**config.mk**
```make
export PLATFORM = sky130hd
export DESIGN_NAME = linear_scan_register_allocator_core
export DESIGN_NICKNAME = d
export VERILOG_FILES = /design/src/hdl/lsra_pkg.sv /design/src/hdl/linear_scan_register_allocator_core.sv /design/src/hdl/lsra_file.sv /design/src/hdl/lsra_scan.sv
export SDC_FILE = /design/constraint.sdc
export NUM_CORES = 1
export LEC_CHECK = 0
export ABC_AREA = 1
export BUFFER_PORTS_ARGS = -buffer_cell sky130_fd_sc_hd__buf_2
export CORE_UTILIZATION = 35
export CTS_BUF_LIST = sky130_fd_sc_hd__clkbuf_8 sky130_fd_sc_hd__clkbuf_16
export DETAILED_ROUTE_END_ITERATION = 10
export PLACE_DENSITY_LB_ADDON = 0.15
export SYNTH_ARGS = -nofsm -noshare
export SYNTH_HDL_FRONTEND = slang
export SYNTH_HIERARCHICAL = 1
export SYNTH_SLANG_ARGS = --single-unit
```
**constraint.sdc**
```tcl
create_clock -name clk -period 6.5 [get_ports clk]
set_clock_uncertainty 0.15 [all_clocks]
set_input_delay 1.625 -clock clk [delete_from_list [all_inputs] [get_ports clk]]
set_output_delay 1.625 -clock clk [all_outputs]
set_load 0.05 [all_outputs]
```
**src/hdl/lsra_pkg.sv**
```systemverilog
package lsra_pkg;

    localparam int NUM_REGS = 16;
    localparam int IDX_W    = (NUM_REGS > 1) ? $clog2(NUM_REGS) : 1;
    localparam int CFG_W    = 5;
    localparam int CNT_W    = ($clog2(NUM_REGS + 1) > CFG_W) ? $clog2(NUM_REGS + 1) : CFG_W;
    localparam int PT_W     = 16;
    localparam int ID_W     = 16;
    localparam int LOC_W    = 16;

    localparam logic [CFG_W-1:0] REG_COUNT_RESET = CFG_W'(16);
    localparam logic [LOC_W-1:0] SLOT_MAX        = '1;

    typedef logic [IDX_W-1:0] reg_idx_t;
    typedef logic [PT_W-1:0]  point_t;
    typedef logic [ID_W-1:0]  value_id_t;

    typedef struct packed {
        logic      starts_function;
        value_id_t value_id;
        point_t    from_point;
        point_t    to_point;
    } in_item_t;

    typedef struct packed {
        value_id_t        assigned_value;
        logic             in_register;
        logic [LOC_W-1:0] location;
        logic             last_of_run;
    } out_item_t;

    typedef enum logic [2:0] {
        ST_IDLE,
        ST_SCAN,
        ST_DECIDE,
        ST_EMIT0,
        ST_EMIT1
    } state_t;

    // control from the sequencer to the interval file
    typedef struct packed {
        logic      clear_all;
        logic      expire;
        logic      wr_en;
        reg_idx_t  wr_idx;
        point_t    wr_end;
        value_id_t wr_owner;
    } file_ctrl_t;

    // control from the sequencer to the scan unit
    typedef struct packed {
        logic init;
        logic step;
    } scan_ctrl_t;

endpackage

```
**src/hdl/linear_scan_register_allocator_core.sv**
```systemverilog
// flow: after an interval is accepted the scan visits each register of the interval file in turn,
// a decide state picks the placement, and the result is loaded into the output register
// a spill gives two results, emitted one after the other; emitting waits while out_ready is low
// a new interval waits until the last result is loaded; in_ready is high only between intervals
// reset: every register free, stack slot counter zero, register_count 16, output empty
module linear_scan_register_allocator_core
    import lsra_pkg::*;
(
    input  logic             clk,
    input  logic             rst_n,
    input  logic             in_valid,
    output logic             in_ready,
    input  in_item_t         in_data,
    output logic             out_valid,
    input  logic             out_ready,
    output out_item_t        out_data,
    input  logic             cfg_we,
    input  logic [CFG_W-1:0] cfg_data
);

    localparam reg_idx_t LAST_IDX = IDX_W'(NUM_REGS - 1);

    state_t           state_reg,     state_next;
    logic [CFG_W-1:0] count_cfg_reg;
    in_item_t         item_reg,      item_next;
    reg_idx_t         idx_reg,       idx_next;
    logic [LOC_W-1:0] slot_reg,      slot_next;
    logic             two_out_reg,   two_out_next;
    out_item_t        res0_reg,      res0_next;
    out_item_t        res1_reg,      res1_next;
    logic             out_valid_reg, out_valid_next;
    out_item_t        out_data_reg,  out_data_next;

    file_ctrl_t       fctl;
    scan_ctrl_t       sctl;
    logic             ent_busy;
    point_t           ent_end;
    value_id_t        ent_owner;
    logic             expire;
    logic             gt;
    logic             free_found;
    reg_idx_t         free_idx;
    logic             vic_found;
    reg_idx_t         vic_idx;
    value_id_t        vic_owner;
    logic [CNT_W-1:0] count_ext;
    logic [CNT_W-1:0] count_eff;
    logic             in_range;
    logic [LOC_W-1:0] slot_inc;

    lsra_file u_file (
        .clk      (clk),
        .rst_n    (rst_n),
        .ctrl     (fctl),
        .rd_idx   (idx_reg),
        .rd_busy  (ent_busy),
        .rd_end   (ent_end),
        .rd_owner (ent_owner)
    );

    lsra_scan u_scan (
        .clk        (clk),
        .rst_n      (rst_n),
        .ctrl       (sctl),
        .idx        (idx_reg),
        .in_range   (in_range),
        .ent_busy   (ent_busy),
        .ent_end    (ent_end),
        .ent_owner  (ent_owner),
        .item_start (item_reg.from_point),
        .item_end   (item_reg.to_point),
        .expire     (expire),
        .gt         (gt),
        .free_found (free_found),
        .free_idx   (free_idx),
        .vic_found  (vic_found),
        .vic_idx    (vic_idx),
        .vic_owner  (vic_owner)
    );

    assign count_ext = CNT_W'(count_cfg_reg);
    assign count_eff = (count_ext > CNT_W'(NUM_REGS)) ? CNT_W'(NUM_REGS) : count_ext;
    assign in_range  = CNT_W'(idx_reg) < count_eff;
    assign slot_inc  = (slot_reg == SLOT_MAX) ? slot_reg : slot_reg + LOC_W'(1);

    always_ff @(posedge clk or negedge rst_n)
    begin
        if (!rst_n)
        begin
            state_reg     <= ST_IDLE;
            count_cfg_reg <= REG_COUNT_RESET;
            slot_reg      <= '0;
            two_out_reg   <= 1'b0;
            out_valid_reg <= 1'b0;
        end
        else
        begin
            state_reg     <= state_next;
            slot_reg      <= slot_next;
            two_out_reg   <= two_out_next;
            out_valid_reg <= out_valid_next;
            if (cfg_we)
            begin
                count_cfg_reg <= cfg_data;
            end
        end
    end

    always_ff @(posedge clk)
    begin
        item_reg     <= item_next;
        idx_reg      <= idx_next;
        res0_reg     <= res0_next;
        res1_reg     <= res1_next;
        out_data_reg <= out_data_next;
    end

    always_comb
    begin
        state_next     = state_reg;
        item_next      = item_reg;
        idx_next       = idx_reg;
        slot_next      = slot_reg;
        two_out_next   = two_out_reg;
        res0_next      = res0_reg;
        res1_next      = res1_reg;
        out_data_next  = out_data_reg;
        out_valid_next = out_valid_reg && !out_ready;
        in_ready       = 1'b0;
        fctl           = '0;
        sctl           = '0;
        fctl.wr_end    = item_reg.to_point;
        fctl.wr_owner  = item_reg.value_id;

        case (state_reg)
            ST_IDLE:
            begin
                in_ready = 1'b1;
                if (in_valid)
                begin
                    item_next      = in_data;
                    idx_next       = '0;
                    sctl.init      = 1'b1;
                    fctl.clear_all = in_data.starts_function;
                    if (in_data.starts_function)
                    begin
                        slot_next = '0;
                    end
                    state_next = ST_SCAN;
                end
            end

            ST_SCAN:
            begin
                sctl.step   = 1'b1;
                fctl.expire = expire;
                if (idx_reg == LAST_IDX)
                begin
                    state_next = ST_DECIDE;
                end
                else
                begin
                    idx_next = idx_reg + IDX_W'(1);
                end
            end

            ST_DECIDE:
            begin
                res0_next.assigned_value = item_reg.value_id;
                res1_next.assigned_value = vic_owner;
                res1_next.in_register    = 1'b0;
                res1_next.location       = slot_reg;
                res1_next.last_of_run    = 1'b1;
                two_out_next             = 1'b0;
                if (free_found)
                begin
                    fctl.wr_en            = 1'b1;
                    fctl.wr_idx           = free_idx;
                    res0_next.in_register = 1'b1;
                    res0_next.location    = LOC_W'(free_idx);
                    res0_next.last_of_run = 1'b1;
                end
                else if (vic_found && gt)
                begin
                    // new interval takes the victim's register, victim goes to the stack
                    fctl.wr_en            = 1'b1;
                    fctl.wr_idx           = vic_idx;
                    res0_next.in_register = 1'b1;
                    res0_next.location    = LOC_W'(vic_idx);
                    res0_next.last_of_run = 1'b0;
                    slot_next             = slot_inc;
                    two_out_next          = 1'b1;
                end
                else
                begin
                    res0_next.in_register = 1'b0;
                    res0_next.location    = slot_reg;
                    res0_next.last_of_run = 1'b1;
                    slot_next             = slot_inc;
                end
                state_next = ST_EMIT0;
            end

            ST_EMIT0:
            begin
                if (!out_valid_reg || out_ready)
                begin
                    out_data_next  = res0_reg;
                    out_valid_next = 1'b1;
                    state_next     = two_out_reg ? ST_EMIT1 : ST_IDLE;
                end
            end

            ST_EMIT1:
            begin
                if (!out_valid_reg || out_ready)
                begin
                    out_data_next  = res1_reg;
                    out_valid_next = 1'b1;
                    state_next     = ST_IDLE;
                end
            end

            default:
            begin
                state_next = ST_IDLE;
            end
        endcase
    end

    assign out_valid = out_valid_reg;
    assign out_data  = out_data_reg;

    a_accept_starts_scan: assert property (@(posedge clk) disable iff (!rst_n)
        in_valid && in_ready |=> state_reg == ST_SCAN)
        else $error("accepted transaction did not start a scan");

    a_scan_exit: assert property (@(posedge clk) disable iff (!rst_n)
        state_reg == ST_SCAN |=> state_reg == ST_SCAN || state_reg == ST_DECIDE)
        else $error("scan left to an unexpected state");

    a_spill_first_in_reg: assert property (@(posedge clk) disable iff (!rst_n)
        out_valid && !out_data.last_of_run |-> out_data.in_register)
        else $error("non-final result not placed in a register");

    a_no_expire_and_write: assert property (@(posedge clk) disable iff (!rst_n)
        !(fctl.expire && fctl.wr_en))
        else $error("expire and allocate in the same cycle");

    a_ready_only_idle: assert property (@(posedge clk) disable iff (!rst_n)
        in_ready |-> !fctl.wr_en && !sctl.step)
        else $error("ready while the scan unit is busy");

endmodule

```
**src/hdl/lsra_file.sv**
```systemverilog
module lsra_file
    import lsra_pkg::*;
(
    input  logic       clk,
    input  logic       rst_n,
    input  file_ctrl_t ctrl,
    input  reg_idx_t   rd_idx,
    output logic       rd_busy,
    output point_t     rd_end,
    output value_id_t  rd_owner
);

    logic [NUM_REGS-1:0] busy_reg;
    point_t              end_reg   [NUM_REGS];
    value_id_t           owner_reg [NUM_REGS];

    always_ff @(posedge clk or negedge rst_n)
    begin
        if (!rst_n)
        begin
            busy_reg <= '0;
        end
        else if (ctrl.clear_all)
        begin
            busy_reg <= '0;
        end
        else
        begin
            if (ctrl.expire)
            begin
                busy_reg[rd_idx] <= 1'b0;
            end
            if (ctrl.wr_en)
            begin
                busy_reg[ctrl.wr_idx] <= 1'b1;
            end
        end
    end

    always_ff @(posedge clk)
    begin
        if (ctrl.wr_en)
        begin
            end_reg[ctrl.wr_idx]   <= ctrl.wr_end;
            owner_reg[ctrl.wr_idx] <= ctrl.wr_owner;
        end
    end

    assign rd_busy  = busy_reg[rd_idx];
    assign rd_end   = end_reg[rd_idx];
    assign rd_owner = owner_reg[rd_idx];

endmodule

```
**src/hdl/lsra_scan.sv**
```systemverilog
module lsra_scan
    import lsra_pkg::*;
(
    input  logic       clk,
    input  logic       rst_n,
    input  scan_ctrl_t ctrl,
    input  reg_idx_t   idx,
    input  logic       in_range,
    input  logic       ent_busy,
    input  point_t     ent_end,
    input  value_id_t  ent_owner,
    input  point_t     item_start,
    input  point_t     item_end,
    output logic       expire,
    output logic       gt,
    output logic       free_found,
    output reg_idx_t   free_idx,
    output logic       vic_found,
    output reg_idx_t   vic_idx,
    output value_id_t  vic_owner
);

    logic      free_found_reg;
    logic      vic_found_reg;
    reg_idx_t  free_idx_reg;
    reg_idx_t  vic_idx_reg;
    point_t    vic_end_reg;
    value_id_t vic_owner_reg;
    logic      live;
    point_t    gt_a;
    point_t    gt_b;

    assign expire = ent_busy && (ent_end <= item_start);
    assign live   = ent_busy && !expire;

    // one magnitude compare: entry vs best victim while scanning, victim vs new end after
    assign gt_a = ctrl.step ? ent_end     : vic_end_reg;
    assign gt_b = ctrl.step ? vic_end_reg : item_end;
    assign gt   = gt_a > gt_b;

    always_ff @(posedge clk or negedge rst_n)
    begin
        if (!rst_n)
        begin
            free_found_reg <= 1'b0;
            vic_found_reg  <= 1'b0;
        end
        else if (ctrl.init)
        begin
            free_found_reg <= 1'b0;
            vic_found_reg  <= 1'b0;
        end
        else if (ctrl.step && in_range)
        begin
            if (!live)
            begin
                free_found_reg <= 1'b1;
            end
            else if (!vic_found_reg || gt)
            begin
                vic_found_reg <= 1'b1;
            end
        end
    end

    always_ff @(posedge clk)
    begin
        if (ctrl.step && in_range)
        begin
            if (!live && !free_found_reg)
            begin
                free_idx_reg <= idx;
            end
            // strict compare keeps the lowest register on equal ends
            if (live && (!vic_found_reg || gt))
            begin
                vic_idx_reg   <= idx;
                vic_end_reg   <= ent_end;
                vic_owner_reg <= ent_owner;
            end
        end
    end

    assign free_found = free_found_reg;
    assign free_idx   = free_idx_reg;
    assign vic_found  = vic_found_reg;
    assign vic_idx    = vic_idx_reg;
    assign vic_owner  = vic_owner_reg;

endmodule

```
==> metrics.txt, run 1 <==
status finished clean; sum of negative setup slack 0 ns; synthesized area per cell 10.6 sq um; cts bufs inserted 83; r2r worst-path depth 27; Max clock buf depth 3; max incr delay on CP 0.43 ns; hold path depth 0; Die ar. slightly above 90,000 sq um; die height 303 um; Routed WL roughly 78,000 um; CP max FO 72; Fmax 177 MHz; Flop pwr share between 40% and 50%; IO Count 95; postcts setup bufs 0; DRC Markers 0; CTS-repair resized insts 0; die width ~300 um; Sw Share a little under two fifths; clk_lat worst skew slightly above 0.6 ns; worst path bufs/invs 7; vias in the first global route 19.9k; critical path's top delay family simple AND/OR/NAND/NOR gates; CTS tree done; core area between 90,000 and 100,000 sq um; Distinct cells, synth 38; area growth from synthesis to layout 14.1%; leakage about 15 nW; Pre-Repair DR Iteration Count 5; wire per inst ~18 um; CTS root buf clkbuf_16; Tmin final between 5 and 6 ns; GRT overflow 0; Slew HR about two fifths; Synth Register Bits 748; area of the mapped netlist between 30,000 and 40,000 sq um; Post-Place Cells around 4.2k; Slew @ Worst Pin ~0.93 ns; hold_buf cts 0; Starting Density around a third; global-route usage over all layers between 10% and 20%; Final #Nets about 3.2k; Port-buffer cells 94; sequential element share of the synthesized area a little over two thirds; # diodes 0; Slew Limit Fails 0; clock power share ~28%; ANT nets after route 0; Rows 110; CP required 6.66 ns; Final HPWL DP about 45,000 um; Post-Syn Instances ~3k; Cell Pwr Density about 430 nW/um^2; final hold viol count 0; Max IR drop VDD between 0.3 and 0.4 mV; Crit path top cell by count nand2_1; Int Pwr about 10 mW; Non-Filler Instances 4,371; vias per cell about 4.6; largest net degree at the start of global routing 174; CTS sink cnt 748; 1st-iter DRT viols between 1.5k and 2k; Worst path depth 27; Tcrit/Tclk final 87.1%; WS Path Type flop to flop; RSZ-0062 raised after global routing no; Final setup viols 0; vias just over 20k; crit start category flop; layout cells sized above 1 between 10% and 20%; worst min path class flop to flop; Comb power frac a little under a third; CTS clk-pin slew, worst paths 0.06 ns; H-tree depth 3; Yosys Warn Count 6; antenna violations before repair 1; Critical Path Slowest Stage Cell inv_6; CP Capture Type flop; GP Congestion between 0.8 and 0.9; first-pass GRT wire length around 120,000 um; switching pwr slightly below 6 mW; crit path DAT 5.82 ns; MaxCap Viol Count 0; Syn Nets 3,108
## layout by cell type, fill, tap and decap left out, drive strengths merged
cell         n
nor2        66
a22oi        4
edfxtp     704
nand3       52
dfrtp       43
bufinv       4
o41ai        1
o21ai       60
and3         1
a21o         1
buf        154
or2          1
nand4        8
nand2     1670
clkinvlp     4
nor3        12
mux2         4
clkinv      43
inv        194
dfstp        1
xor2         4
clkbuf      88
a21boi       1
xnor2        1
ha          37
a21oi       37
## power groups by stage
stage / clock network [mW] / registers (mW) / logic, mW
global route: 4.79 / 6.43 / 5.60
finish: 4.48 / 6.37 / 4.91
floorplan: 0 / 6.59 / 3.42
detailed placement: 0 / 6.48 / 4.98
global placement: 0 / 6.47 / 4.95
CTS: 4.62 / 6.38 / 5.00
## per-layer routing
| metal | share of wire, % | global-route usage, % | vias to the layer above |
|---|---|---|---|
| met4 | 1.7 | 4.55 | 2 |
| met2 | 49 | 29.6 | 407 |
| met5 | 0.010 | 0 | - |
| met3 | 4.4 | 2.26 | 91 |
| li1 | - | - | 10000 |
| met1 | 45 | 22.9 | 9768 |
## cell usage after synthesis (all sizes together)
master | instances | share of area, %
a21boi | 1 | 0.024
a21o | 1 | 0.024
a21oi | 37 | 0.61
a22oi | 4 | 0.094
and3 | 1 | 0.024
buf | 92 | 2.1
clkbuf | 31 | 0.37
clkinv | 1 | 0.016
dfrtp | 43 | 3.4
dfstp | 1 | 0.083
edfxtp | 704 | 66
ha | 37 | 1.5
inv | 180 | 2.1
mux2 | 4 | 0.14
nand2 | 1670 | 20
nand3 | 52 | 0.85
nand4 | 8 | 0.16
nor2 | 66 | 0.86
nor3 | 12 | 0.27
o21ai | 60 | 0.94
o41ai | 1 | 0.028
or2 | 1 | 0.020
xnor2 | 1 | 0.028
xor2 | 4 | 0.11
## logic make-up after synthesis
logic type,after synthesis,share of synthesized area (%)
XOR/XNOR,5,0.138
buffers and inverters,304,4.63
AND/OR/NAND/NOR,1810,22.0
adder cells (fa/ha/maj),37,1.46
flip-flops,748,69.9
multiplexers,4,0.142
AO/OA/AOI/OAI,104,1.72
## per-stage QoR
step | total power [mW] | hold slack (ns) | area (sq um) | setup slack (ns) | util [%]
detailed placement | 11.5 | 0.255 | 33700 | 0.843 | 37.4
CTS | 16.0 | 0.266 | 36300 | 0.829 | 40.3
finish | 15.8 | 0.265 | 36300 | 0.841 | 40.3
global route | 16.8 | 0.275 | 36300 | 0.303 | 40.3
floorplan | 10.0 | 0.250 | 31800 | 2.02 | -
global placement | 11.4 | 0.254 | 33700 | 0.929 | 37.4
## path summary, 6_finish.rpt
kind                                           start                     end  slack [ns]
worst min register to register  u_scan/vic_owner[15]            res1_reg[33]        0.27
min in group asynchronous                      rst_n               out_valid        0.96
worst max-delay path                      idx_reg[0]  u_file/owner_reg[4][1]        0.84
max in group asynchronous                      rst_n             slot_reg[8]        4.80
worst min-delay path            u_scan/vic_owner[15]            res1_reg[33]        0.27
worst max register to register            idx_reg[0]  u_file/owner_reg[4][1]        0.84
## layout make-up
cell class                      instances  area, sq um
Fill cell                            8720        53700
Sequential cell                       748        22200
Multi-Input combinational cell       1960         8110
Clock buffer                           88         2190
Tap cell                             1176         1470
Timing Repair Buffer                  154         1170
Inverter                              181          688
Clock inverter                         64          395
(Power assumes the default switching activity.)
==> run 2, diff against run 1 <==
--- a/config.mk
+++ b/config.mk
@@ -5,9 +5,8 @@
 export SDC_FILE = /design/constraint.sdc
 export NUM_CORES = 1
 export LEC_CHECK = 0
-export ABC_AREA = 1
 export BUFFER_PORTS_ARGS = -buffer_cell sky130_fd_sc_hd__buf_2
-export CORE_UTILIZATION = 35
+export CORE_UTILIZATION = 61
 export CTS_BUF_LIST = sky130_fd_sc_hd__clkbuf_8 sky130_fd_sc_hd__clkbuf_16
 export DETAILED_ROUTE_END_ITERATION = 10
 export PLACE_DENSITY_LB_ADDON = 0.15
==> run 2 against run 1 <==
Clock-buffer cell count decreased by 4. Via count is 29% lower. First-iteration DRC count decreased by 15%. Highest routed layer is now met4. Sequential cell count is the same. Critical endpoint is now u_file/owner_reg[1][2]. Global-route usage grew 7.9 points. Synthesized cell count fell by 51%. Register-to-register slack lost 0.19 ns. Combinational power down 27%. Setup slack got worse by 0.19 ns. Largest power group unchanged. Utilization is 30 points higher. Critical path depth down 9. Sequential share of layout area up 5.9 points.
==> metrics.txt, run 2 <==
hold_buf cts 0 (unchanged); CTS-repair resized insts 0 (unchanged); Flop pwr share 43.3% (+2.9 points); GRT overflow 0 (unchanged); Pre-Repair DR Iteration Count 5 (unchanged); Routed WL 59,500 um (-24%); area of the mapped netlist 29,200 sq um (-8.1%); Synth Register Bits 748 (unchanged); Tmin final 5.85 ns (+0.189 ns); Slew Limit Fails 0 (unchanged); Int Pwr 9.75 mW (-2.2%); commonest cells in the netlist edfxtp_1, mux4_2, nand2_1; postcts setup bufs 0 (unchanged); cts bufs inserted 75 (-9.6%); largest net degree at the start of global routing 66 (-62%); post-layout power 13.8 mW (-13%); Comb power frac 26.0% (-5.2 points); synthesized area per cell 19.7 sq um (+86%); Fmax 171 MHz (-3.2%); worst min path class flop to flop; main area contributors after synthesis edfxtp_1, mux4_2, dfrtp_1; DRC Markers 0 (unchanged); CTS sink cnt 748 (unchanged); Max IR drop VDD 0.277 mV (-17%); die width 221 um (-27%); Main synth FF type edfxtp_1; most frequent cells in the layout edfxtp_1, mux4_2, buf_2, nand2_1, clkbuf_16; crit path DAT 5.97 ns (+0.15 ns); first-pass GRT wire length 90,800 um (-25%); Starting Density 62.3% (+27 points); Final #Nets 1,735 (-46%); Core Util, Final 70.4% (+30 points); area growth from synthesis to layout 13.1%; Cell Pwr Density 417 nW/um^2 (-4.1%); final hold viol count 0 (unchanged); clock power share 30.7% (+2.3 points); vias 14.5k (-29%); CTS clk-pin slew, worst paths 0.06 ns (about the same); 1st-iter DRT viols 1,274 (-15%); leakage 11.5 nW (-25%); H-tree depth 3 (unchanged); global-route usage over all layers 25.1% (+7.9 points); Tcrit/Tclk final 90.0% (+2.9 points); cell taking the most area after synthesis edfxtp_1; sum of negative setup slack 0 ns (unchanged); Final Worst Setup Slack 0.652 ns (-0.189 ns); IO Count 95 (unchanged); Sw Share 29.2% (-7.5 points); CP Capture Type flop; Max clock buf depth 3 (unchanged); fraction of registers with async set/reset 5.88% (unchanged); # diodes 0 (unchanged); wire per inst 25.8 um (+44%); CP required 6.62 ns (-0.04 ns); Die ar. 48,800 sq um (-47%); sequential element share of the synthesized area 76.1% (+6.1 points); RSZ-0062 raised after global routing no; die height 221 um (-27%); Slew HR 27.4% (-11 points); Final setup viols 0 (unchanged); number of synthesized flops with an enable pin 704 (unchanged); switching pwr 4.03 mW (-30%); crit start category flop; Post-Syn Instances 1,487 (-51%); status finished clean; core area 47,000 sq um (-48%); Rows 79 (-28%); final hold slack 0.262 ns (-0.00396 ns); vias per cell 6.28 (+35%); WS Path Type flop to flop; Synth top area share 72.3% (+5.8 points); clk_lat worst skew 0.61 ns (about the same); CTS root buf clkbuf_16; vias in the first global route 15.2k (-24%); most common library cell in the layout ignoring fill and taps edfxtp_1; MaxCap Viol Count 0 (unchanged); ANT nets after route 0 (unchanged); Port-buffer cells 94 (unchanged); Yosys Warn Count 6 (unchanged); CTS tree done; count leader, synth edfxtp_1; Syn Nets 1,583 (-49%); antenna violations before repair 0 (-1); pre-CTS setup slack 0.735 ns (-0.108 ns); CP max FO 43 (-40%); Distinct cells, synth 58 (+53%); layout cells sized above 1 26.9% (+17 points); GP Congestion 0.844 (+3.4%); Final HPWL DP 35,200 um (-21%); Slew @ Worst Pin 1.09 ns (+0.160 ns)
## run 2: cell count changes after synthesis, sizes merged, moves of 8 or more
cell	change
nand2	-1586
inv	-138
mux4	+132
a22oi	+62
buf	-55
mux2	+50
nor2	-49
nand3	-38
mux2i	+20
and2	+17
o21ai	-16
nand2b	+9
nor2b	+8
## run 2: worst paths after layout
path | cells after the start | start | end | slack (ns)
min reg2reg | 0 | u_scan/vic_owner[15] | res1_reg[33] | 0.26
min in group asynchronous | 1 | rst_n | u_scan/free_found | 1.06
max in group asynchronous | 1 | rst_n | u_file/busy_reg[3] | 4.49
max | 18 | idx_reg[0] | u_file/owner_reg[1][2] | 0.65
max reg2reg | 18 | idx_reg[0] | u_file/owner_reg[1][2] | 0.65
min | 0 | u_scan/vic_owner[15] | res1_reg[33] | 0.26
## run 2: through the flow
step | cell area [sq um] | std cells
2_1_floorplan | 29200 | 1487
3_3_place_gp | 30600 | 2169
3_5_place_dp | 30600 | 2169
4_1_cts | 33100 | 2307
5_1_grt | 33100 | 2307
6_report | 33100 | 2307
## run 2: power groups by stage
| stage | Combinational [mW] | Clock [mW] | Sequential (mW) |
|---|---|---|---|
| 6_report | 3.58 | 4.24 | 5.96 |
| 5_1_grt | 3.88 | 4.48 | 6.00 |
| 4_1_cts | 3.61 | 4.30 | 5.96 |
| 3_5_place_dp | 3.58 | 0 | 6.06 |
| 3_3_place_gp | 3.52 | 0 | 6.04 |
| 2_1_floorplan | 2.63 | 0 | 6.03 |
## run 2: layout make-up
type	instances	area, sq um
sequential	748	22200
fill	2823	13900
multi-input combinational	629	6500
clock buffer	84	2070
timing repair buffer	143	951
tap	607	759
clock inverter	54	385
inverter	42	158
## run 2: cell families (layout without fill, tap and decap cells)
group | after synthesis | after routing | synth area share [%]
xor+xnor | 2 | 2 | 0.0599
buf+inv | 110 | 323 | 1.81
simple gates | 199 | 199 | 3.47
compound gates | 185 | 185 | 4.07
fa+ha+maj | 37 | 37 | 1.58
mux | 206 | 206 | 12.9
flops | 748 | 748 | 76.1
## run 2: critical path: stages (launching register included)
cell	delay [ns]
edfxtp_1	0.39
buf_12	0.32
buf_4	0.29
mux4_2	0.51
a22oi_1	0.21
nand2_1	0.12
mux2_2	0.29
ha_1	0.29
nand4_1	0.20
or4_1	0.65
a21oi_1	0.18
o31a_2	0.17
and2_1	0.25
nand3b_1	0.11
a21oi_1	0.43
nor2b_1	0.37
nand2_1	0.12
inv_1	0.10
buf_4	0.32
## run 2: per-layer routing
metal	up-vias	wire length, um	track usage, %
li1	6330	-	-
met1	7488	24300	34.3
met2	551	30100	42.3
met3	109	3640	3.96
met4	0	1350	7.60
met5	-	0	0
==> run 3, diff against run 2 <==
--- a/config.mk
+++ b/config.mk
@@ -7,7 +7,7 @@
 export LEC_CHECK = 0
 export BUFFER_PORTS_ARGS = -buffer_cell sky130_fd_sc_hd__buf_2
 export CORE_UTILIZATION = 61
-export CTS_BUF_LIST = sky130_fd_sc_hd__clkbuf_8 sky130_fd_sc_hd__clkbuf_16
+export CTS_BUF_LIST = sky130_fd_sc_hd__clkbuf_2
 export DETAILED_ROUTE_END_ITERATION = 10
 export PLACE_DENSITY_LB_ADDON = 0.15
 export SYNTH_ARGS = -nofsm -noshare
==> run 3 against run 2 <==
Sequential power barely moved. Largest cell class unchanged. First-iteration DRC count is 4.1% lower. Utilization is 1.7 points lower. Routed wire length shrank 0.10%. Setup slack better by 0.033 ns. Critical path type unchanged. Die area unchanged. Clock-buffer cell count is 179 higher. Sequential share of layout area up 1.6 points.
==> metrics.txt, run 3 (synthesized netlist as in run 2, its figures left out) <==
status finished clean; Tmin final 5.82 ns (-0.0328 ns); CTS sink cnt 748 (unchanged); cts bufs inserted 178 (+140%); Slew Limit Fails 0 (unchanged); met3 GRT Util 5.88% (+1.9 points); WS Path Type flop to flop; die width 221 um (unchanged); Fmax 172 MHz (+0.56%); crit path DAT 6.55 ns (+0.58 ns); Fillers 3,067 (+8.6%); CTS clk-pin slew, worst paths 0.09 ns (+0.03 ns); hold_buf cts 0 (unchanged); Max clock buf depth 3 (unchanged); die height 221 um (unchanged); postcts setup bufs 0 (unchanged); Final #Nets 1,838 (+5.9%); most frequent cells in the layout edfxtp_1, clkbuf_2, mux4_2, buf_2, nand2_1; placed cell area 30,600 sq um (unchanged); core area 47,000 sq um (unchanged); sum of negative setup slack 0 ns (unchanged); grt met1 use 33.4% (-0.87 points); GP Congestion 0.844 (unchanged); vias in the first global route 15.8k (+4.3%); global-route usage over all layers 25.3% (+0.17 points); antenna violations before repair 2 (+2); layout cells sized above 1 33.4% (+6.4 points); Rows 79 (unchanged); final instance area 32,300 sq um (-2.4%); CP required 7.23 ns (+0.61 ns); largest net degree at the start of global routing 66 (unchanged); vias per cell 6.05 (-3.6%); Port-buffer cells 94 (unchanged); Max IR drop VDD 0.268 mV (-3.1%); clk_lat worst skew 1.26 ns (+0.65 ns); H-tree depth 4 (+1); RSZ-0062 raised after global routing no; CTS tree done; Slew @ Worst Pin 1.06 ns (-0.0278 ns); crit start category flop; Final HPWL DP 35,200 um (unchanged); vias 15.0k (+3.7%); Die ar. 48,800 sq um (unchanged); Final setup viols 0 (unchanged); worst min path class flop to flop; GRT overflow 0 (unchanged); Cell Pwr Density 390 nW/um^2 (-6.3%); leakage 11.4 nW (-0.11%); MaxCap Viol Count 0 (unchanged); first-pass GRT wire length 90,900 um (about the same); ANT nets after route 0 (unchanged); DRC Markers 0 (unchanged); busiest metal layer after global routing met2; Tcrit/Tclk final 89.5% (-0.50 points); Slew HR 29.3% (+1.9 points); Pre-Repair DR Iteration Count 5 (unchanged); 1st-iter DRT viols 1,222 (-4.1%); Starting Density 62.3% (unchanged); CP max FO 43 (unchanged); CP Capture Type flop; GRT met2 Usage 41.4% (-0.96 points); wire per inst 23.9 um (-7.1%); area growth from synthesis to layout 10.4%; final hold viol count 0 (unchanged); Routed WL 59,400 um (-0.10%); IO Count 95 (unchanged); CTS root buf clkbuf_2; CTS-repair resized insts 0 (unchanged); most common library cell in the layout ignoring fill and taps edfxtp_1
## run 3: metal layers
layer  share of wire [%]  vias up
met1                  40     7675
met3                 6.8       70
li1                    -     6662
met4                 1.4        0
met5                   0        -
met2                  51      612
## run 3: through the flow
step                utilization [%]  power [mW]  hold slack [ns]  cells  worst slack [ns]
finish                         68.8        12.6            0.268   2482             0.684
global placement               65.2        9.57            0.252   2169             0.862
detailed placement             65.2        9.65            0.255   2169             0.735
CTS                            68.7        12.7            0.139   2480             0.704
global route                   68.8        13.3            0.221   2482             0.396
floorplan                         -        8.66            0.250   1487             0.603
## run 3: area by class of cell
cell class | instances | area, sq um | area share (%)
Sequential cell | 748 | 22200 | 68.9
Timing Repair Buffer | 143 | 951 | 2.95
Inverter | 42 | 158 | 0.488
Tap cell | 607 | 759 | 2.35
Multi-Input combinational cell | 629 | 6500 | 20.2
Clock buffer | 263 | 1320 | 4.08
Clock inverter | 48 | 344 | 1.07
Antenna cell | 2 | 5.00 | 0.0155
## run 3: report_power, final
part	switching (mW)	internal, mW	leakage, nW
clock network	1.77	1.31	1.27
registers	0.269	5.69	6.91
logic	2.00	1.57	3.27
## run 3: worst paths after layout
kind                                              to            startpoint  depth (start not counted)  slack (ns)
worst max-delay path            u_file/end_reg[5][8]            idx_reg[0]                         18        0.68
worst min-delay path                    res1_reg[29]  u_scan/vic_owner[11]                          0        0.27
worst max register to register  u_file/end_reg[5][8]            idx_reg[0]                         18        0.68
worst min register to register          res1_reg[29]  u_scan/vic_owner[11]                          0        0.27
max in group asynchronous               slot_reg[10]                 rst_n                          1        5.12
min in group asynchronous                slot_reg[0]                 rst_n                          1        0.40
## run 3: critical path: stages (launching register included)
cell      delay, ns
edfxtp_1       0.40
buf_12         0.33
buf_4          0.28
mux4_2         0.51
a22oi_1        0.21
nand2_1        0.12
mux2_2         0.29
ha_1           0.29
nand4_1        0.20
or4_1          0.64
a21oi_1        0.16
o31a_2         0.16
and2_1         0.24
nand3b_1       0.10
a21oi_1        0.44
nor2b_1        0.36
nand2_1        0.13
inv_1          0.11
buf_4          0.31
